[src/hdl/sst_pkg.sv]
`timescale 1ns / 1ps

package sst_pkg;

    localparam int TABLE_DEPTH = 64;
    localparam int ADDR_W      = $clog2(TABLE_DEPTH);
    localparam int CNT_W       = $clog2(TABLE_DEPTH + 1);
    localparam int NAME_W      = 64;
    localparam int SCOPE_W     = 8;
    localparam int TOTAL_W     = 16;

    localparam logic [SCOPE_W-1:0] SCOPE_MAX = '1;
    localparam logic [TOTAL_W-1:0] TOTAL_MAX = '1;

    typedef enum logic [2:0] {
        ACT_ADD           = 3'd0,
        ACT_LOOKUP        = 3'd1,
        ACT_ENTER         = 3'd2,
        ACT_LEAVE         = 3'd3,
        ACT_TEMP_ADD      = 3'd4,
        ACT_TEMP_FREE     = 3'd5,
        ACT_TEMP_FREE_ALL = 3'd6,
        ACT_TEMP_QUERY    = 3'd7
    } action_t;

    typedef enum logic [1:0] {
        ST_OK        = 2'd0,
        ST_NOT_FOUND = 2'd1,
        ST_FULL      = 2'd2,
        ST_EMPTY     = 2'd3
    } status_t;

    typedef struct packed {
        logic [2:0]        action;
        logic [NAME_W-1:0] name_key;
    } in_item_t;

    typedef struct packed {
        logic [1:0]         status;
        logic [5:0]         address;
        logic [SCOPE_W-1:0] scope_level;
        logic [NAME_W-1:0]  removed_name;
        logic [6:0]         symbol_count;
        logic [6:0]         temp_count;
        logic [TOTAL_W-1:0] temps_created;
        logic               last;
    } out_item_t;

    typedef enum logic [3:0] {
        DP_NOP      = 4'd0,
        DP_LATCH    = 4'd1,
        DP_SINGLE   = 4'd2,
        DP_TEMP_RD  = 4'd3,
        DP_TEMP_FIN = 4'd4,
        DP_LK_START = 4'd5,
        DP_LK_STEP  = 4'd6,
        DP_LK_HIT   = 4'd7,
        DP_LK_MISS  = 4'd8,
        DP_LV_START = 4'd9,
        DP_LV_SCAN  = 4'd10,
        DP_LV_END   = 4'd11,
        DP_LV_RD    = 4'd12,
        DP_LV_SET   = 4'd13,
        DP_EMIT     = 4'd14
    } dp_op_t;

    typedef struct packed {
        dp_op_t op;
    } dp_cmd_t;

    typedef struct packed {
        action_t action;
        logic    scope_zero;
        logic    temps_empty;
        logic    lk_hit;
        logic    lk_done;
        logic    scan_done;
        logic    pop_none;
        logic    res_last;
        logic    out_free;
    } dp_stat_t;

endpackage

[src/hdl/sst_ctrl.sv]
`timescale 1ns / 1ps

module sst_ctrl
    import sst_pkg::*;
(
    input  logic     clk,
    input  logic     rst_n,
    input  logic     item_valid,
    output logic     item_ready,
    input  dp_stat_t stat,
    output dp_cmd_t  cmd
);

    typedef enum logic [8:0] {
        S_IDLE     = 9'b000000001,
        S_EXEC     = 9'b000000010,
        S_TEMP_FIN = 9'b000000100,
        S_LK       = 9'b000001000,
        S_LV_SCAN  = 9'b000010000,
        S_LV_RD    = 9'b000100000,
        S_LV_SET   = 9'b001000000,
        S_EMIT     = 9'b010000000,
        S_TEMP_RD  = 9'b100000000
    } state_t;

    state_t state_reg, state_next;

    assign item_ready = state_reg == S_IDLE;

    always_comb
    begin
        state_next = state_reg;
        cmd.op     = DP_NOP;
        unique case (state_reg)
            S_IDLE:
            begin
                if (item_valid)
                begin
                    cmd.op     = DP_LATCH;
                    state_next = S_EXEC;
                end
            end
            S_EXEC:
            begin
                unique case (stat.action) inside
                    ACT_LOOKUP:
                    begin
                        cmd.op     = DP_LK_START;
                        state_next = S_LK;
                    end
                    ACT_LEAVE:
                    begin
                        if (stat.scope_zero)
                        begin
                            cmd.op     = DP_SINGLE;
                            state_next = S_EMIT;
                        end
                        else
                        begin
                            cmd.op     = DP_LV_START;
                            state_next = S_LV_SCAN;
                        end
                    end
                    ACT_TEMP_FREE, ACT_TEMP_QUERY:
                    begin
                        if (stat.temps_empty)
                        begin
                            cmd.op     = DP_SINGLE;
                            state_next = S_EMIT;
                        end
                        else
                        begin
                            cmd.op     = DP_TEMP_RD;
                            state_next = S_TEMP_FIN;
                        end
                    end
                    default:
                    begin
                        cmd.op     = DP_SINGLE;
                        state_next = S_EMIT;
                    end
                endcase
            end
            S_TEMP_RD:
            begin
                cmd.op     = DP_TEMP_RD;
                state_next = S_TEMP_FIN;
            end
            S_TEMP_FIN:
            begin
                cmd.op     = DP_TEMP_FIN;
                state_next = S_EMIT;
            end
            S_LK:
            begin
                if (stat.lk_hit)
                begin
                    cmd.op     = DP_LK_HIT;
                    state_next = S_EMIT;
                end
                else if (stat.lk_done)
                begin
                    cmd.op     = DP_LK_MISS;
                    state_next = S_EMIT;
                end
                else
                begin
                    cmd.op = DP_LK_STEP;
                end
            end
            S_LV_SCAN:
            begin
                if (stat.scan_done)
                begin
                    cmd.op     = DP_LV_END;
                    state_next = stat.pop_none ? S_EMIT : S_LV_RD;
                end
                else
                begin
                    cmd.op = DP_LV_SCAN;
                end
            end
            S_LV_RD:
            begin
                cmd.op     = DP_LV_RD;
                state_next = S_LV_SET;
            end
            S_LV_SET:
            begin
                cmd.op     = DP_LV_SET;
                state_next = S_EMIT;
            end
            S_EMIT:
            begin
                if (stat.out_free)
                begin
                    cmd.op     = DP_EMIT;
                    state_next = stat.res_last ? S_IDLE : S_LV_RD;
                end
            end
            default:
            begin
                state_next = S_IDLE;
            end
        endcase
    end

    always_ff @(posedge clk or negedge rst_n)
    begin
        if (!rst_n)
        begin
            state_reg <= S_IDLE;
        end
        else
        begin
            state_reg <= state_next;
        end
    end

    a_accept_exec: assert property (@(posedge clk) disable iff (!rst_n)
        item_valid && item_ready |=> state_reg == S_EXEC)
        else $error("transfer accepted without starting execution");

    a_emit_free: assert property (@(posedge clk) disable iff (!rst_n)
        state_reg == S_EMIT && !stat.out_free |=> state_reg == S_EMIT)
        else $error("left emit state while the result register was busy");

endmodule

[config.mk]
export PLATFORM = sky130hd
export DESIGN_NAME = sst_ctrl
export DESIGN_NICKNAME = d
export VERILOG_FILES = /design/src/hdl/sst_pkg.sv /design/src/hdl/sst_ctrl.sv
export SDC_FILE = /design/constraint.sdc
export NUM_CORES = 1
export LEC_CHECK = 0
export ABC_AREA = 1
export BUFFER_PORTS_ARGS = -buffer_cell sky130_fd_sc_hd__buf_2
export CORE_MARGIN = 10
export CORE_UTILIZATION = 40
export DETAILED_ROUTE_END_ITERATION = 7
export PLACE_DENSITY = 0.65
export SKIP_CTS_REPAIR_TIMING = 1
export SKIP_LAST_GASP = 1
export SLEW_MARGIN = 20
export SYNTH_ARGS = -nofsm -noshare
export SYNTH_HDL_FRONTEND = slang
export SYNTH_SLANG_ARGS = --single-unit
[constraint.sdc]
create_clock -name clk -period 1.4 [get_ports clk]
set_clock_uncertainty 0.1 [all_clocks]
set_input_delay 0.28 -clock clk [delete_from_list [all_inputs] [get_ports clk]]
set_output_delay 0.28 -clock clk [all_outputs]
set_load 0.03 [all_outputs]
==> results.sh, run 1 <==
export IMPL_run_status="finished, violations left"
export IMPL_violations="setup timing"
export IMPL_tightestPinTransition_ps=243.1
export IMPL_avgViaCountPerCell=4.764
export IMPL_setup_slack_ps=-540.8
export IMPL_dp_hpwl_um=1690
export IMPL_globalplace_congestion=0.9010
export IMPL_routedWlPerCell_um=12.55
export IMPL_grt_max_degree=9
export IMPL_diodes=0
export IMPL_grt_overflow=0
export IMPL_hp_class="input pin to flop"
export IMPL_clock_latency_ps=260
export IMPL_cts_path_max_buffers=2
export IMPL_areaGrowthSynthToFinish_pct=61.73
export IMPL_cp_max_fo=4
export IMPL_first_iter_violations=17
export IMPL_fillers=149
export IMPL_r2r_start="state_reg[0]$_DFFE_PN1P_"
export IMPL_cp_required_ps=1020
export IMPL_die_h_um=63.83
export IMPL_startpoint="state_reg[0]$_DFFE_PN1P_"
export IMPL_nets=172
export IMPL_p_leak_nw=0.7108
export IMPL_setup_violations=10
export IMPL_io_pins=19
export IMPL_track_usage=0.1005
export IMPL_reg2reg_slack_ps=-200
export IMPL_register_area_um2=201.4
export IMPL_layout_drive_gt1_share=0.5987
export IMPL_ir_worst_vdd_mv=0.9830
export IMPL_hold_viol_final=0
export IMPL_chipWidth_um=63.83
export IMPL_cts_buffers=3
export IMPL_period_needed_ps=1941
export IMPL_grt_pass1_vias=792
export IMPL_synth_cells=115
export IMPL_syn_area_um2=768.2
export IMPL_multi_input_area_um2=586.8
export IMPL_antenna_found_initial=0
export IMPL_maxSlewHeadroom=0.8372
export IMPL_clkSinkCount=8
export IMPL_root_buffer="clkbuf_4"
export IMPL_largest_reg_flops=8
export IMPL_yosys_warnings=0
export IMPL_dr_pass1_iters=2
export IMPL_r2r_cells=11
export IMPL_maxSlewViolCount=0
export IMPL_r2r_end="state_reg[1]$_DFFE_PN0P_"
export IMPL_synth_seq_cells=8
export IMPL_synth_seq_area_share=0.2622
export IMPL_cts_tree="built"
export IMPL_portBuffers=18
export IMPL_cp_endpoint="cmd[2]"
export IMPL_worstPathArrival_ps=1560
export IMPL_synth_nets=129
export IMPL_h_tree_depth=1
export IMPL_num_rows=15
export IMPL_ant_nets=0
export IMPL_grt_pass1_wl_um=3270
export IMPL_syn_avg_cell_area_um2=6.680
export IMPL_initial_core_util=0.4309
export IMPL_rsz0062_at_grt="true"
export IMPL_maxCapViolCount=0
export IMPL_critPathLaunchType="flop"
export IMPL_drc_errors=0
export IMPL_end_kind="output pin"
export IMPL_die_area_um2=4074
export IMPL_tns_ps=-3094
export IMPL_worstSetupPathType="flop to output pin"
export IMPL_powerDensity_nw_per_um2=1465
export IMPL_path_clk_slew_ps=50
export IMPL_yosysUniqueCellTypes=22
export IMPL_core_um2=1783
export IMPL_drt_wl_total_um=2284
export IMPL_fmax_mhz=515.3
export IMPL_power_mw=1.820
export IMPL_vias=867
export IMPL_fin_crit_sh=1.386
-- stage by stage --
stage | setup slack, ps | util | hold WS (ps) | cell area [µm²] | instances
after floorplan | -199.3 | - | -115.6 | 783.3 | 115
after global placement | -279.5 | 0.5621 | 24.33 | 1002 | 171
final | -540.8 | 0.6968 | 185.5 | 1242 | 182
after detailed placement | -289.8 | 0.5621 | 27.10 | 1002 | 171
after global routing | -582.5 | 0.6968 | 208.6 | 1242 | 182
after CTS | -565.8 | 0.5768 | -256.9 | 1028 | 175
-- final cells by class --
class,instances,area share
well taps,25,0.02518
clock buffers,4,0.02115
repair buffers,38,0.2357
inverters,25,0.08359
multi-input cells,82,0.4723
flip-flops and latches,8,0.1621
-- critical path, stage by stage (launching register included) --
cell,delay (ps)
dfstp_2,530
inv_2,50
nand2_4,100
nor2_8,60
nand2_2,80
inv_1,70
nor2_2,120
nand4_1,120
buf_6,160
-- placed cells by master, fill, tap and decap left out, types with 7 or more instances in the layout --
master   synthesis  layout
inv_2           13      10
nor2_1          15       9
nand2_4          6      12
nor2_2           3       7
buf_4            0      14
dfrtp_1          7       7
nand2_1         29      23
buf_6            0      10
buf_2            0      13
nand2_2          7       7
inv_1           11      11
-- layer usage --
metal	part of all wire	GRT usage	vias to the layer above	routed length (µm)
met5	0	0	-	0
met4	0.035	0.09290	0	79
met3	0.047	0.02962	8	108
met2	0.49	0.1443	26	1126
met1	0.42	0.1166	400	970
li1	-	-	433	-
-- where the power goes --
| part | internal [mW] | switching (mW) | leakage [nW] |
|---|---|---|---|
| Sequential | 0.289 | 0.0319 | 0.107 |
| Clock | 0.109 | 0.0856 | 0.0150 |
| Combinational | 0.538 | 0.767 | 0.589 |
-- kinds of logic (layout without fill, tap and decap cells) --
family          after synthesis  in the layout  synth area share
flops                         8              8            0.2622
compound gates                8              8           0.06025
buf+inv                      25             67            0.1238
simple gates                 74             74            0.5537
-- cell usage after synthesis (all sizes together) --
cell type / instances / area share
dfstp: 1 / 0.034
nor3: 1 / 0.0065
o211ai: 1 / 0.0098
nand2: 43 / 0.31
dfrtp: 7 / 0.23
nor2: 21 / 0.16
clkinv: 1 / 0.0065
a21oi: 1 / 0.0065
inv: 24 / 0.12
nand3: 6 / 0.046
o21ai: 3 / 0.020
a31oi: 1 / 0.0081
o22ai: 2 / 0.016
nand4: 3 / 0.024
-- worst min-delay path by stage --
stage | end | start | cells past startpoint | slack, ps
after floorplan | state_reg[1]$_DFFE_PN0P_ | rst_n | 0 | -120
after global placement | state_reg[2]$_DFFE_PN0P_ | rst_n | 1 | 20
after detailed placement | state_reg[1]$_DFFE_PN0P_ | rst_n | 1 | 30
after CTS | state_reg[6]$_DFFE_PN0P_ | rst_n | 1 | -260
after global routing | state_reg[2]$_DFFE_PN0P_ | stat[10] | 3 | 210
final | state_reg[2]$_DFFE_PN0P_ | stat[6] | 4 | 190
Power figures use the tool's default switching activity.
==> run 2: changes to the inputs <==
--- a/config.mk
+++ b/config.mk
@@ -6,11 +6,11 @@
 export NUM_CORES = 1
 export LEC_CHECK = 0
 export ABC_AREA = 1
-export BUFFER_PORTS_ARGS = -buffer_cell sky130_fd_sc_hd__buf_2
+export BUFFER_PORTS_ARGS = -buffer_cell sky130_fd_sc_hd__clkbuf_2
 export CORE_MARGIN = 10
 export CORE_UTILIZATION = 40
+export CTS_BUF_LIST = sky130_fd_sc_hd__clkbuf_4 sky130_fd_sc_hd__clkbuf_8
 export DETAILED_ROUTE_END_ITERATION = 7
-export PLACE_DENSITY = 0.65
 export SKIP_CTS_REPAIR_TIMING = 1
 export SKIP_LAST_GASP = 1
 export SLEW_MARGIN = 20
==> constraint.sdc (replaced) <==
create_clock -name clk -period 2.48 [get_ports clk]
set_clock_uncertainty 0.1 [all_clocks]
set_input_delay 0.496 -clock clk [delete_from_list [all_inputs] [get_ports clk]]
set_output_delay 0.496 -clock clk [all_outputs]
set_load 0.03 [all_outputs]
==> run 2 against run 1 <==
The run now ends clean. Count of clock-buffer cells in the layout stayed put. Cell count is 10% lower. Via count is 14% lower. Setup slack better by 840 ps. Register-to-register slack better by 1300 ps. Power is 56% lower. Sequential power is 44% lower. Critical endpoint is now cmd[0].
==> results.sh, run 2 (same netlist as run 1, synthesis figures left out) <==
export IMPL_final_common_cell="nand2_1"
export IMPL_final_cells=163
export IMPL_path_clk_slew_ps=60
export IMPL_h_tree_depth=1
export IMPL_final_cell_mix="29 x nand2_1, 18 x clkbuf_2, 15 x nor2_1"
export IMPL_clock_latency_ps=250
export IMPL_drc_errors=0
export IMPL_end_kind="output pin"
export IMPL_grt_pass1_vias=779
export IMPL_postPlaceCellArea_um2=889.6
export IMPL_initial_core_util=0.4309
export IMPL_place_inst=158
export IMPL_cp_required_ps=1880
export IMPL_p_leak_nw=0.5606
export IMPL_vias=744
export IMPL_root_buffer="clkbuf_4"
export IMPL_worstSetupPathType="flop to output pin"
export IMPL_p_comb_frac=0.629
export IMPL_areaGrowthSynthToFinish_pct=21.01
export IMPL_tns_ps=0
export IMPL_fmax_mhz=458.7
export IMPL_globalplace_congestion=0.8571
export IMPL_hp_class="input pin to flop"
export IMPL_run_status="completed"
export IMPL_switchingPower_mw=0.3912
export IMPL_dr_wl_met3_um=107
export IMPL_multi_input_area_um2=471.7
export IMPL_dp_hpwl_um=1612
export IMPL_die_h_um=63.83
export IMPL_worstHoldStart="stat[6]"
export IMPL_p_sw_frac=0.4926
export IMPL_hold_viol_final=0
export IMPL_r2r_cells=10
export IMPL_hold_end="state_reg[2]$_DFFE_PN0P_"
export IMPL_antenna_found_initial=0
export IMPL_wl_met1_um=765
export IMPL_diodes=0
export IMPL_wl_met2_um=847
export IMPL_cts_buffers=3
export IMPL_grt_pass1_wl_um=3132
export IMPL_ir_worst_vdd_mv=0.4306
export IMPL_register_area_um2=201.4
export IMPL_maxCapViolCount=0
export IMPL_num_rows=15
export IMPL_critPathLaunchType="flop"
export IMPL_maxSlewViolCount=0
export IMPL_r2r_end="state_reg[5]$_DFFE_PN0P_"
export IMPL_core_um2=1783
export IMPL_cp_max_fo=4
export IMPL_powerDensity_nw_per_um2=854.4
export IMPL_maxSlewHeadroom=0.8461
export IMPL_startpoint="state_reg[7]$_DFFE_PN0P_"
export IMPL_track_usage=0.09341
export IMPL_topRoutingLayerUsed="met4"
export IMPL_reg2reg_slack_ps=1060
export IMPL_layout_drive_gt1_share=0.4203
export IMPL_period_needed_ps=2180
export IMPL_routedWlPerCell_um=10.75
export IMPL_io_pins=19
export IMPL_drt_wl_total_um=1753
export IMPL_portBuffers=18
export IMPL_r2r_start="state_reg[0]$_DFFE_PN1P_"
export IMPL_grt_overflow=0
export IMPL_worstPathArrival_ps=1580
export IMPL_holdPathStages=4
export IMPL_die_area_um2=4074
export IMPL_cts_path_max_buffers=2
export IMPL_internal_power_mw=0.4030
export IMPL_fin_crit_sh=0.8791
export IMPL_largest_reg_flops=8
export IMPL_setup_violations=0
export IMPL_nets=153
export IMPL_avgViaCountPerCell=4.564
export IMPL_fillers=200
export IMPL_pwr_share_seq=0.227
export IMPL_tightestPinTransition_ps=228.4
export IMPL_first_iter_violations=16
export IMPL_clkSinkCount=8
export IMPL_cts_tree="built"
export IMPL_rsz0062_at_grt="false"
export IMPL_grt_max_degree=9
export IMPL_power_share_clock=0.143
export IMPL_chipWidth_um=63.83
export IMPL_final_area_um2=929.6
export IMPL_ant_nets=0
export IMPL_dr_pass1_iters=5
run 2: power groups by stage:
stage	Sequential (mW)	Clock (mW)	Combinational (mW)
global route	0.184	0.125	0.562
floorplan	0.179	0	0.404
CTS	0.181	0.118	0.508
global placement	0.182	0	0.499
finish	0.181	0.114	0.500
detailed placement	0.183	0	0.506
run 2: stage by stage:
stage                     power, mW  setup slack (ps)  hold WS (ps)    util
after CTS                    0.8068             265.4        -28.72  0.5158
final                        0.7942             299.9         412.9  0.5214
after floorplan              0.5827             428.1         100.4       -
after global routing         0.8706             126.4         432.1  0.5214
after global placement       0.6811             568.4         246.0  0.4989
after detailed placement     0.6887             546.1         246.6  0.4989
run 2: area by class of cell:
cell class | instances | share of cell area
Inverter | 25 | 0.1023
Timing Repair Buffer | 19 | 0.1077
Sequential cell | 8 | 0.2167
Tap cell | 25 | 0.03365
Multi-Input combinational cell | 82 | 0.5074
Clock buffer | 4 | 0.03230
run 2: metal layers:
| metal | vias up | global-route usage |
|---|---|---|
| met2 | 22 | 0.1517 |
| met5 | - | 0 |
| li1 | 397 | - |
| met1 | 323 | 0.1037 |
| met3 | 2 | 0.01916 |
| met4 | 0 | 0.07377 |
run 2: how the worst max path moves through the flow:
stage / to / slack (ps)
2_1_floorplan: cmd[0] / 430
3_3_place_gp: cmd[0] / 570
3_5_place_dp: cmd[0] / 550
4_1_cts: cmd[0] / 270
5_1_grt: cmd[0] / 130
6_report: cmd[0] / 300
run 2: critical path, stage by stage (launching register included):
cell and delay [ps]:
dfrtp_1 390, inv_2 80, nand2_4 70, nor2_1 130, nand2_2 100, o21ai_0 180, nor2_1 70, o21ai_0 70
clkbuf_2 230
